`src/hw/rtl/assert_macros.svh`:
```
// ----------------------------------------------------------------------------
// assert_macros.svh
// Concurrent assertion helpers, compiled away when NO_ASSERTIONS is defined
// ----------------------------------------------------------------------------
`ifndef ASSERT_MACROS_SVH
`define ASSERT_MACROS_SVH
`ifndef NO_ASSERTIONS
`define ASSERT_IMPLIES(label, clk, rst_n, ante, cons, msg) \
    label: assert property (@(posedge clk) disable iff (!rst_n) (ante) |-> (cons)) \
        else $error(msg);
`define ASSERT_NEXT(label, clk, rst_n, ante, cons, msg) \
    label: assert property (@(posedge clk) disable iff (!rst_n) (ante) |=> (cons)) \
        else $error(msg);
`else
`define ASSERT_IMPLIES(label, clk, rst_n, ante, cons, msg)
`define ASSERT_NEXT(label, clk, rst_n, ante, cons, msg)
`endif
`endif

```
`src/hw/rtl/kts_pkg.sv`:
```
// ----------------------------------------------------------------------------
// kts_pkg
// Shared types and constants of the keyframe track sampler
// ----------------------------------------------------------------------------
package kts_pkg;

    localparam int MAX_KEYS_DEF = 64;
    localparam int VAL_W        = 16;
    localparam int TIME_W       = 16;
    localparam int FRAC_W       = 17;
    localparam int CFG_AW       = 4;

    localparam logic [1:0] REG_COMBINE_MODE = 2'd0;
    localparam logic [1:0] REG_KEY_COUNT    = 2'd1;
    localparam logic [1:0] REG_BIND_X       = 2'd2;
    localparam logic [1:0] REG_BIND_Y       = 2'd3;

    localparam logic REQ_WRITE  = 1'b0;
    localparam logic REQ_SAMPLE = 1'b1;

    typedef enum logic [2:0] {
        ST_IDLE,
        ST_SCAN,
        ST_PREV,
        ST_DIV,
        ST_MUL_L,
        ST_ADD_L,
        ST_MUL_C,
        ST_FIN_C
    } kts_state_t;

    typedef struct packed {
        logic                     start;
        logic [TIME_W-1:0]        num;
        logic [TIME_W-1:0]        den;
    } kts_div_req_t;

    typedef struct packed {
        logic                     done;
        logic [FRAC_W-1:0]        quot;
    } kts_div_rsp_t;

endpackage

```
`src/hw/rtl/kts_div.sv`:
```
// ----------------------------------------------------------------------------
// kts_div
// Radix-2 restoring divider giving floor(num * 65536 / den), num <= den
// ----------------------------------------------------------------------------
module kts_div (
    input  logic                 aclk,
    input  logic                 aresetn,
    input  kts_pkg::kts_div_req_t req,
    output kts_pkg::kts_div_rsp_t rsp
);
    import kts_pkg::*;

    logic                busy_reg, busy_next;
    logic                done_reg, done_next;
    logic [4:0]          cnt_reg, cnt_next;
    logic [TIME_W-1:0]   rem_reg, rem_next;
    logic [TIME_W-1:0]   den_reg, den_next;
    logic [FRAC_W-1:0]   q_reg, q_next;
    logic [TIME_W:0]     rem_sh;
    logic [TIME_W:0]     rem_sub;

    always_comb begin
        rem_sh    = {rem_reg, 1'b0};
        rem_sub   = rem_sh - {1'b0, den_reg};
        busy_next = busy_reg;
        done_next = 1'b0;
        cnt_next  = cnt_reg;
        rem_next  = rem_reg;
        den_next  = den_reg;
        q_next    = q_reg;
        if (req.start) begin
            den_next = req.den;
            if (req.num == req.den) begin
                // fraction of exactly one
                q_next    = {1'b1, {TIME_W{1'b0}}};
                done_next = 1'b1;
            end else begin
                rem_next  = req.num;
                q_next    = '0;
                cnt_next  = 5'd16;
                busy_next = 1'b1;
            end
        end else if (busy_reg) begin
            if (rem_sh >= {1'b0, den_reg}) begin
                rem_next = rem_sub[TIME_W-1:0];
                q_next   = {q_reg[FRAC_W-2:0], 1'b1};
            end else begin
                rem_next = rem_sh[TIME_W-1:0];
                q_next   = {q_reg[FRAC_W-2:0], 1'b0};
            end
            cnt_next = cnt_reg - 5'd1;
            if (cnt_reg == 5'd1) begin
                busy_next = 1'b0;
                done_next = 1'b1;
            end
        end
    end

    always_ff @(posedge aclk) begin
        if (!aresetn) begin
            busy_reg <= 1'b0;
            done_reg <= 1'b0;
            cnt_reg  <= '0;
        end else begin
            busy_reg <= busy_next;
            done_reg <= done_next;
            cnt_reg  <= cnt_next;
        end
        rem_reg <= rem_next;
        den_reg <= den_next;
        q_reg   <= q_next;
    end

    assign rsp.done = done_reg;
    assign rsp.quot = q_reg;

endmodule

```
`config.mk`:
```
export PLATFORM = sky130hd
export DESIGN_NAME = kts_div
export DESIGN_NICKNAME = d
export VERILOG_FILES = /design/src/hw/rtl/assert_macros.svh /design/src/hw/rtl/kts_pkg.sv /design/src/hw/rtl/kts_div.sv
export SDC_FILE = /design/constraint.sdc
export NUM_CORES = 1
export LEC_CHECK = 0
export ABC_AREA = 1
export BUFFER_PORTS_ARGS = -buffer_cell sky130_fd_sc_hd__buf_2
export CAP_MARGIN = 0
export CORE_ASPECT_RATIO = 1.4
export CORE_MARGIN = 5
export CORE_UTILIZATION = 45
export DETAILED_ROUTE_END_ITERATION = 10
export GPL_ROUTABILITY_DRIVEN = 0
export GPL_TIMING_DRIVEN = 1
export SYNTH_ARGS = -nofsm -noshare
export SYNTH_HDL_FRONTEND = slang
export SYNTH_SLANG_ARGS = --single-unit
```
`constraint.sdc`:
```
create_clock -name aclk -period 2.2 [get_ports aclk]
set_input_delay 0.11 -clock aclk [delete_from_list [all_inputs] [get_ports aclk]]
set_output_delay 0.11 -clock aclk [all_outputs]
set_load 0.01 [all_outputs]
```
After elaboration in Yosys (flattened, before gate mapping):

Index checks and enable logic that the tools add are counted.

* add/sub/neg operators: 2
* magnitude comparators: 1
* equality and inequality tests: 3
* multiplexer cells: 19
* reductions and logical operators: 2

Operator list (count)
* $mux W16: 4
* $mux W17: 3
* $ge A17 B16 Y1: 1
* $eq A16 B16 Y1: 1
* $sub A16 B16 Y16: 1
* $mux W5: 3
* $mux W1: 9
* $eq A5 B1 Y1 const B: 1
* $sub A5 B1 Y5 const B: 1
* $ne A2 B2 Y1 const B: 1
* $reduce_and A2 Y1: 1
* $reduce_bool A2 Y1: 1

* register bits: 56
* output and inout bits: 18
* logic and storage cells: 33

Longest topological paths before layout:

Gate-level depths: netlist of run 1.

* depth after elaboration: 4
* depth in mapped cells: 14
* gate-level depth less buffers: 14

Worst setup path after synthesis of run 1:

Ideal clock, no wire load.

* path kind: register to register
* start point: register busy_reg
* end point: register rem_reg[0] (enable)
* arrival: 1657 ps
* required time: 1836 ps
* setup slack: 179 ps
* cell stages (with the launch flop): 5
* buffers on the path: 1
* period minus slack after synthesis: 2021 ps
* cell sequence: dfxtp_1 -> or2_2 -> clkbuf_1 -> nand2_1 -> inv_1

* cells in the longest elaborated chain, start to end: 2

Ends and longest elaborated chain
* start: declaration: RTL line kts_div.sv:13 `logic busy_reg, busy_next;`
* start signal: assignment: RTL line kts_div.sv:65 `busy_reg <= busy_next;`
* $reduce_bool A2 Y1 (no source line)
* $reduce_and A2 Y1 (no source line)
* end signal: assignment: RTL line kts_div.sv:69 `rem_reg <= rem_next;`
* end: declaration: RTL line kts_div.sv:16 `logic [TIME_W-1:0] rem_reg, rem_next;`

Every way passes these cells.
A chain may end at the register's enable or synchronous reset.

Worst setup path after layout of run 1:

* start point: register rem_reg[3]
* end point: register rem_reg[11], data pin

* cells in the longest elaborated chain, start to end: 4
* elaborated cells on any way between the ends: 5

Ends and longest elaborated chain
* $sub A16 B16 Y16 / $ge A17 B16 Y1 (equally long branches): RTL line kts_div.sv:24, kts_div.sv:44
* $mux W16 *: RTL line kts_div.sv:44 `if (rem_sh >= {1'b0, den_reg}) begin`
* $mux W16 *: RTL line kts_div.sv:43 `end else if (busy_reg) begin`
* $mux W16 *: RTL line kts_div.sv:31 `if (req.start) begin`
* named net rem_next[11]: RTL line kts_div.sv:16

The timed path passes the listed nets; every way through them passes the cells marked *. The select of a mux whose other input is x is not followed.

==> impl_metrics.csv, run 1 <==
group,metric,value,unit
clock_network,htree_levels,2,
critical_path,critPathKind,"reg2reg",
synthesis,synth_cells,516,
critical_path,critPathMaxFanout,12,
placement,dp.final_hpwl,7.05,mm
synthesis,synth_top_area_cell,"edfxtp_1",
global_route,grt_pass1_vias,3250,
synthesis,synth.avg_cell_area,7.51,sq um
global_route,grt_max_degree,36,
pwr,total_power,3.92,mW
finish,drive_gt1_share,19.8,%
detailed_routing,vias,3245,
synthesis,netlist_top_cells_count,"nand2_1, inv_1, nor2_1",
sta,min_period_over_period,94.4,%
sta,worst_slew_pin_slew,730,ps
finish,finalNetCount,630,
critical_path,startpoint_type,"flip-flop",
floorplanning,dieArea,10600,sq um
placement,port_buffers,52,
pwr,ir_drop,633,uV
min_path,hold_path_end,"den_reg[2]$_DFFE_PP_",
finish,nFillCells,839,
min_path,min_from,"req[2]",
critical_path,worst_r2r_path_depth,11,
sta,max_freq,482,MHz
floorplanning,die_w,88.4,um
detailed_routing,via_per_inst,4.76,
global_route,grt_pass1_wl,14.8,mm
synthesis,synthTopCellsByArea,"edfxtp_1, nand2_1, inv_1, ha_1, nor2_1",
detailed_routing,wirelength,9.05,mm
sta,fin_worst_skew,6.26,ps
finish,final_cell_area,4600,sq um
sta,finalHoldWorstSlack,11.2,ps
critical_path,reg2reg_from,"rem_reg[3]$_DFFE_PP_",
synthesis,synth_most_common_cell,"nand2_1",
critical_path,cp.arrival,2130,ps
clock_network,cts_num_sinks,56,
floorplanning,fp-row-count,40,
global_route,grtUsageTotal,17.8,%
synthesis,synth_fp_nets,570,
synthesis,synth_seq_cells,56,
sta,drv_slew,0,
detailed_routing,route.detailed.drc,0,
critical_path,reg2reg_slack,120,ps
critical_path,required,2250,ps
synthesis,synth_top_cell_area_share,38.0,%
job,maxCapViolations,0,
sta,fin_crit,2080,ps
min_path,hold_path_class,"in2reg",
clock_network,numCtsBuffers,5,
detailed_routing,wl_per_cell,13.3,um
placement,placed_cell_area,4290,sq um
synthesis,synth_cell_types,37,
clock_network,cts_root_buffer,"clkbuf_16",
critical_path,critPathCaptureType,"flip-flop",
critical_path,rr_endpoint,"rem_reg[11]$_DFFE_PP_",
pwr,p_leak,2.39,nW
floorplanning,coreArea,8510,sq um
outcome,outcome,"complete, no violations",
placement,preCtsSetupSlack,-28.5,ps
clock_network,clk_pin_slew,70,ps
floorplanning,io_pins,53,
synthesis,ys_async_sr_fraction,0,%
floorplanning,initial_core_util,45.5,%
detailed_routing,first_pass_iters,4,
sta,hold_viol,0,
pwr,power.density,853,nW/um^2
detailed_routing,ant_nets,0,
synthesis,synth_edf_count,49,
clock_network,clk_latency,300,ps
global_route,antenna_found_initial,0,
synthesis,syn_area,3870,sq um
sta,setup_violations,0,
floorplanning,die_h,120,um
sta,slew_headroom,51.3,%
sta,setup_ws,124,ps
finish,syn_to_final_growth,18.8,%
min_path,hold-path-cell-count,1,
sta,fin_tns_setup,0,ps
finish,largest_register_ffs,17,
synthesis,yosysSeqAreaShare,41.6,%
clock_network,cts_max_path_buffers,2,
finish,diodes,0,
detailed_routing,drt_iter0_drc,118,
synthesis,ys.warnings.count,0,
global_route,gr-total-overflow,0,
clock_network,cts_tree,"built",
synthesis,synth_ff_type,"edfxtp_1",
[cells in the final DEF (no fill, tap or decap), drive strengths merged, types with 2 or more instances in the layout]
cell type	instances
xor2	3
clkinv	3
o21bai	2
buf	61
xnor2	6
edfxtp	49
or2	5
clkbuf	5
a21oi	13
nand4	6
o21ai	7
inv	106
dfxtp	7
nand3	38
nand3b	8
nor2	62
nand2	171
ha	18
nor3	3
[cell families (layout without fill, tap and decap cells)]
family	after synthesis	in the layout	share of synthesized area (%)
flops	56	56	41.6
simple gates	294	294	34.6
fa+ha+maj	19	19	6.33
buf+inv	114	175	11.6
compound gates	24	24	3.84
xor+xnor	9	9	2.03
[per-stage QoR]
step                util (%)  std cells
floorplan                  -        516
global placement        50.4        673
detailed placement      50.4        673
CTS                     52.0        681
global route            54.1        682
finish                  54.1        682
[routing by layer]
layer	vias to the layer above	track usage (%)	share of wire, %
met5	-	0	0
met4	0	5.39	1.8
met3	10	3.16	3.4
met2	55	31.6	53
met1	1471	21.3	42
li1	1709	-	-
[worst max-delay path: stages (launching register included)]
cell	delay [ps]
edfxtp_1	450
ha_4	320
nand2_1	110
nor2_4	120
nand2_2	80
nor3_4	200
nor2_4	90
nand2_8	130
buf_12	130
nand3_2	60
nand3_1	80
nand2_1	50
[where the power goes]
group / internal [mW] / switching [mW] / leakage, nW
Combinational: 0.707 / 0.984 / 1.76
Clock: 0.416 / 0.377 / 0.0710
Sequential: 1.34 / 0.100 / 0.558
Total: 2.46 / 1.46 / 2.39
[worst max-delay path by stage]
stage                          start               endpoint  slack, ps  cells past startpoint
2_1_floorplan  busy_reg$_SDFFE_PN0P_   rem_reg[0]$_DFFE_PP_        180                      4
3_3_place_gp   rem_reg[13]$_DFFE_PP_  rem_reg[14]$_DFFE_PP_         20                     11
3_5_place_dp   rem_reg[13]$_DFFE_PP_  rem_reg[13]$_DFFE_PP_        -30                     11
4_1_cts         rem_reg[7]$_DFFE_PP_  rem_reg[13]$_DFFE_PP_         20                     11
5_1_grt         rem_reg[3]$_DFFE_PP_   rem_reg[8]$_DFFE_PP_        -20                     11
6_report        rem_reg[3]$_DFFE_PP_  rem_reg[11]$_DFFE_PP_        120                     11
[repair_timing]
item | in CTS | in global routing
setup buffers | 0 | 1
hold buffers | 0 | 0
pin swaps | 0 | 5
setup endpoints to repair | 3 | 13
resized for setup | 1 | 19
[layout make-up]
type                    count  area (sq um)  area share (%)
repair buffers             61           340            7.40
clock inverters             3          13.8           0.299
clock buffers               5           125            2.72
flip-flops and latches     56          1610            35.0
multi-input cells         346          1980            43.1
inverters                 106           398            8.65
well taps                 105           131            2.86
Note: power is estimated with default switching activity, not from simulation.
==> run 2: changes to the inputs <==
--- a/config.mk
+++ b/config.mk
@@ -8,12 +8,15 @@
 export ABC_AREA = 1
 export BUFFER_PORTS_ARGS = -buffer_cell sky130_fd_sc_hd__buf_2
 export CAP_MARGIN = 0
+export CELL_PAD_IN_SITES_DETAIL_PLACEMENT = 1
+export CELL_PAD_IN_SITES_GLOBAL_PLACEMENT = 2
 export CORE_ASPECT_RATIO = 1.4
 export CORE_MARGIN = 5
-export CORE_UTILIZATION = 45
+export CORE_UTILIZATION = 33
 export DETAILED_ROUTE_END_ITERATION = 10
 export GPL_ROUTABILITY_DRIVEN = 0
 export GPL_TIMING_DRIVEN = 1
+export PLACE_DENSITY = 0.86
 export SYNTH_ARGS = -nofsm -noshare
 export SYNTH_HDL_FRONTEND = slang
 export SYNTH_SLANG_ARGS = --single-unit
==> impl_metrics.csv, run 2 (synthesis results as in run 1) <==
group,metric,value,unit
min_path,hold_path_end,"den_reg[9]$_DFFE_PP_",
finish,finalNetCount,647,
clock_network,cts_root_buffer,"clkbuf_16",
sta,rsz0062_at_grt,"yes",
sta,drv_slew,0,
detailed_routing,drt_iter0_drc,81,
finish,seq_area,1610,sq um
critical_path,cpPeakStageDelay,490,ps
finish,largest_register_ffs,17,
critical_path,worst_r2r_path_depth,10,
critical_path,critPathCaptureType,"flip-flop",
clock_network,cts_max_path_buffers,2,
global_route,grt_pass1_vias,3737,
critical_path,critPathMaxFanout,5,
critical_path,reg2reg_slack,70,ps
floorplanning,io_pins,53,
pwr,p_leak,2.47,nW
clock_network,cts_tree,"built",
floorplanning,fp-row-count,46,
clock_network,clk_latency,300,ps
critical_path,reg2reg_from,"rem_reg[0]$_DFFE_PP_",
critical_path,cp_cell_sequence,"ha_4 -> ha_1 -> nand4_1 -> nor3_4 -> nor2_4 -> nand2_8 -> buf_4 -> nand3_2 -> nand3_1 -> nand2_1",
global_route,gr-total-overflow,0,
critical_path,cp.arrival,2190,ps
global_route,grtUsageTotal,15.9,%
detailed_routing,wl_per_cell,14.9,um
finish,syn_to_final_growth,23.6,%
pwr,total_power,4.13,mW
sta,slew_headroom,51.0,%
sta,hold_viol,0,
floorplanning,die_h,138,um
finish,mostFrequentLayoutCells,"nand2_1, inv_1, nor2_1",
detailed_routing,ant_nets,0,
finish,nFillCells,1416,
pwr,ir_drop,498,uV
critical_path,startpoint_type,"flip-flop",
detailed_routing,vias,3384,
min_path,hold-path-cell-count,1,
detailed_routing,route.detailed.drc,0,
floorplanning,die_w,102,um
finish,diodes,0,
finish,mostFrequentLayoutCell,"nand2_1",
sta,min_period_over_period,96.9,%
placement,port_buffers,52,
global_route,antenna_found_initial,0,
finish,drive_gt1_share,24.6,%
clock_network,numCtsBuffers,5,
placement,dp.final_hpwl,9.01,mm
placement,preCtsSetupSlack,-35.2,ps
critical_path,critical_path.top_delay_family,"simple AND/OR/NAND/NOR gates",
min_path,hold_path_class,"in2reg",
critical_path,critPathKind,"reg2reg",
clock_network,clk_pin_slew,80,ps
clock_network,cts_num_sinks,56,
floorplanning,dieArea,14000,sq um
sta,fin_worst_skew,8.29,ps
detailed_routing,via_per_inst,4.59,
critical_path,cp.buffers_inverters,1,
critical_path,required,2260,ps
sta,max_freq,469,MHz
sta,fin_crit,2130,ps
job,maxCapViolations,0,
finish,multi_input_area,1980,sq um
critical_path,cp_slowest_cell,"edfxtp_1",
detailed_routing,first_pass_iters,4,
detailed_routing,wirelength,11.0,mm
sta,setup_violations,0,
critical_path,crit_path_start,"rem_reg[0]$_DFFE_PP_",
sta,setup_ws,67.3,ps
global_route,grt_pass1_wl,17.9,mm
min_path,min_from,"req[9]",
critical_path,rr_endpoint,"rem_reg[10]$_DFFE_PP_",
sta,worst_slew_pin_slew,735,ps
clock_network,htree_levels,2,
global_route,grt_max_degree,32,
outcome,outcome,"complete, no violations",
floorplanning,coreArea,11400,sq um
sta,fin_tns_setup,0,ps
pwr,power.density,864,nW/um^2
floorplanning,initial_core_util,34.0,%
## run 2: changes by cell type in the layout (fill, tap and decap cells not counted), sizes merged
cell,previous run,this run
buf,61,76
clkinv,3,2
dlygate4sd3,0,1
inv,106,107
nand2,171,172
## run 2: how the worst max path moves through the flow
stage / endpoint / slack (ps) / cells after the start
after detailed placement: rem_reg[6]$_DFFE_PP_ / -40 / 10
final: rem_reg[10]$_DFFE_PP_ / 70 / 10
after global placement: rem_reg[5]$_DFFE_PP_ / 10 / 10
after CTS: rem_reg[6]$_DFFE_PP_ / 6 / 11
after floorplan: rem_reg[0]$_DFFE_PP_ / 180 / 4
after global routing: rem_reg[10]$_DFFE_PP_ / -20 / 11
## run 2: area by class of cell
cell class              count  share of cell area (%)
clock inverters             3                   0.470
multi-input cells         347                    41.3
inverters                 106                    8.31
well taps                 144                    3.76
clock buffers               5                    2.61
flip-flops and latches     56                    33.7
repair buffers             77                    9.91
## run 2: layer usage
layer / share of wire, % / wire length [um] / GRT usage (%) / vias up
li1: - / - / - / 1749
met1: 40 / 4380 / 17.5 / 1587
met2: 56 / 6160 / 30.5 / 38
met3: 2.5 / 275 / 2.72 / 10
met4: 1.6 / 179 / 3.85 / 0
met5: 0 / 0 / 0 / -
## run 2: report_power, final
part	internal [mW]	leakage [nW]	switching, mW
sequential	1.34	0.558	0.0980
combinational	0.793	1.83	1.09
clock	0.427	0.0742	0.392
total	2.56	2.47	1.57
## run 2: per-stage QoR
step / hold slack [ps] / area (sq um) / instances / utilization [%]
after floorplan: 209 / 3870 / 516 / -
after global placement: 314 / 4410 / 722 / 38.7
after detailed placement: 315 / 4410 / 722 / 38.7
after CTS: 6.15 / 4570 / 731 / 40.1
after global routing: 8.95 / 4790 / 738 / 42.0
final: 13.5 / 4790 / 738 / 42.0
## run 2: what timing repair did
action / 4_1_cts / 5_1_grt
hold buffers: 1 / 0
setup endpoints to repair: 12 / 17
endpoints found under the hold margin: 1 / 0
gates cloned: 0 / 1
pin swaps: 0 / 12
buffers inserted: 0 / 6
gates resized for setup: 1 / 36
==> run 3: changes to the inputs <==
--- a/config.mk
+++ b/config.mk
@@ -17,6 +17,7 @@
 export GPL_ROUTABILITY_DRIVEN = 0
 export GPL_TIMING_DRIVEN = 1
 export PLACE_DENSITY = 0.86
+export SETUP_SLACK_MARGIN = 0.3
 export SYNTH_ARGS = -nofsm -noshare
 export SYNTH_HDL_FRONTEND = slang
 export SYNTH_SLANG_ARGS = --single-unit
==> impl_metrics.csv, run 3 (synthesis results as in run 1) <==
group,metric,value,unit
outcome,outcome,"complete, no violations",
detailed_routing,ant_nets,0,
finish,mostFrequentLayoutCells,"nand2_1, inv_1, nor2_1, buf_2, edfxtp_1",
pwr,total_power,4.71,mW
critical_path,cp.arrival,2160,ps
global_route,grt_max_degree,34,
clock_network,cts_root_buffer,"clkbuf_16",
min_path,hold_path_class,"in2reg",
finish,largest_register_ffs,17,
global_route,antenna_found_initial,0,
sta,setup_violations,0,
placement,port_buffers,52,
critical_path,cp_slowest_cell,"edfxtp_1",
finish,drive_gt1_share,29.7,%
detailed_routing,first_pass_iters,4,
critical_path,critPathKind,"reg2reg",
placement,placed_cell_area,4450,sq um
clock_network,numCtsBuffers,5,
sta,fin_worst_skew,7.79,ps
clock_network,htree_levels,2,
critical_path,cpPeakStageDelay,470,ps
critical_path,startpoint_type,"flip-flop",
sta,worst_slew_pin_slew,726,ps
detailed_routing,wirelength,11.6,mm
pwr,ir_drop,583,uV
global_route,gr-total-overflow,0,
pwr,power.density,914,nW/um^2
global_route,grtUsageTotal,16.8,%
critical_path,critPathMaxFanout,6,
floorplanning,die_h,138,um
clock_network,cts_tree,"built",
sta,setup_ws,103,ps
pwr,p_seq_share,30.8,%
finish,syn_to_final_growth,33.0,%
sta,min_period_over_period,95.3,%
pwr,p_comb_share,49.4,%
job,maxCapViolations,0,
pwr,p_clk_share,19.9,%
clock_network,clk_pin_slew,80,ps
sta,slew_headroom,51.6,%
finish,utilization,45.2,%
floorplanning,dieArea,14000,sq um
pwr,p_leak,2.59,nW
global_route,grt_pass1_wl,18.9,mm
pwr,p_switching,1.79,mW
critical_path,cp_cell_sequence,"ha_4 -> ha_4 -> nand4_1 -> nor3_4 -> nor2_4 -> nand2_8 -> buf_12 -> nand2_1 -> nand2_1 -> o21ai_2",
floorplanning,io_pins,53,
placement,preCtsSetupSlack,-7.83,ps
detailed_routing,wl_per_cell,15.6,um
placement,dp.final_hpwl,8.81,mm
sta,fin_crit,2100,ps
floorplanning,coreArea,11400,sq um
clock_network,holdBufCountCts,0,
finish,diodes,0,
critical_path,critPathCaptureType,"flip-flop",
detailed_routing,via_per_inst,4.74,
pwr,internal_power,2.91,mW
sta,drv_slew,0,
floorplanning,fp-row-count,46,
floorplanning,initial_core_util,34.0,%
finish,final_cell_area,5150,sq um
sta,rsz0062_at_grt,"yes",
finish,mostFrequentLayoutCell,"nand2_1",
global_route,grt_pass1_vias,4029,
clock_network,clk_latency,300,ps
floorplanning,die_w,102,um
detailed_routing,drt_iter0_drc,145,
pwr,switching_share,38.1,%
clock_network,cts_num_sinks,56,
finish,finalNetCount,656,
detailed_routing,route.detailed.drc,0,
detailed_routing,vias,3540,
sta,hold_viol,0,
sta,max_freq,477,MHz
critical_path,required,2260,ps
clock_network,cts_max_path_buffers,2,
## run 3: cell types whose count changed in the layout (fill, tap and decap cells not counted), sizes merged
cell         delta
clkinv          -2
clkinvlp        +1
nand2           -1
dlygate4sd3     -1
bufinv          +1
clkbuf          +1
buf            +10
## run 3: path summary, 6_finish.rpt
check	startpoint	end	slack (ps)	cells after the start
min	req[4]	den_reg[4]$_DFFE_PP_	10	1
max	rem_reg[0]$_DFFE_PP_	rem_reg[6]$_DFFE_PP_	100	10
min reg2reg	cnt_reg[1]$_SDFFE_PN0P_	cnt_reg[1]$_SDFFE_PN0P_	490	2
max reg2reg	rem_reg[0]$_DFFE_PP_	rem_reg[6]$_DFFE_PP_	100	10
## run 3: metal layers
layer	up-vias	part of all wire [%]	global-route usage (%)
met4	0	2.4	5.81
met2	56	56	31.6
li1	1763	-	-
met3	17	2.7	2.67
met5	-	0	0
met1	1704	39	18.5
## run 3: critical path: cells and delay by family, from the launching register on
| family | cells | cell delay (ps) |
|---|---|---|
| flops | 1 | 470 |
| buf+inv | 1 | 120 |
| compound gates | 1 | 80 |
| fa+ha+maj | 2 | 460 |
| simple gates | 6 | 710 |
## run 3: layout make-up
type                    instances  area [sq um]
flip-flops and latches         56          1610
clock inverters                 3          46.3
inverters                     106           398
multi-input cells             346          2210
fillers                      1406          6240
repair buffers                 87           583
well taps                     144           180
clock buffers                   5           125
## run 3: power groups by stage
| stage | Combinational, mW | Sequential [mW] | Clock, mW |
|---|---|---|---|
| after floorplan | 1.20 | 1.44 | 0 |
| after global placement | 1.68 | 1.44 | 0 |
| after detailed placement | 1.73 | 1.45 | 0 |
| after CTS | 2.12 | 1.44 | 0.962 |
| after global routing | 2.54 | 1.47 | 1.00 |
| final | 2.32 | 1.45 | 0.936 |
## run 3: stage by stage
stage / std cells / setup TNS (ps) / hold WS (ps)
floorplan: 516 / 0 / 209
global placement: 719 / 0 / 314
detailed placement: 719 / -7.83 / 321
CTS: 744 / 0 / 4.93
global route: 747 / 0 / 5.96
finish: 747 / 0 / 12.3
## run 3: timing repair
item,in CTS,in global routing
setup buffers,17,2
pin swaps,25,16
resized for setup,49,26
gates cloned,0,1
endpoints found under the setup margin,17,17
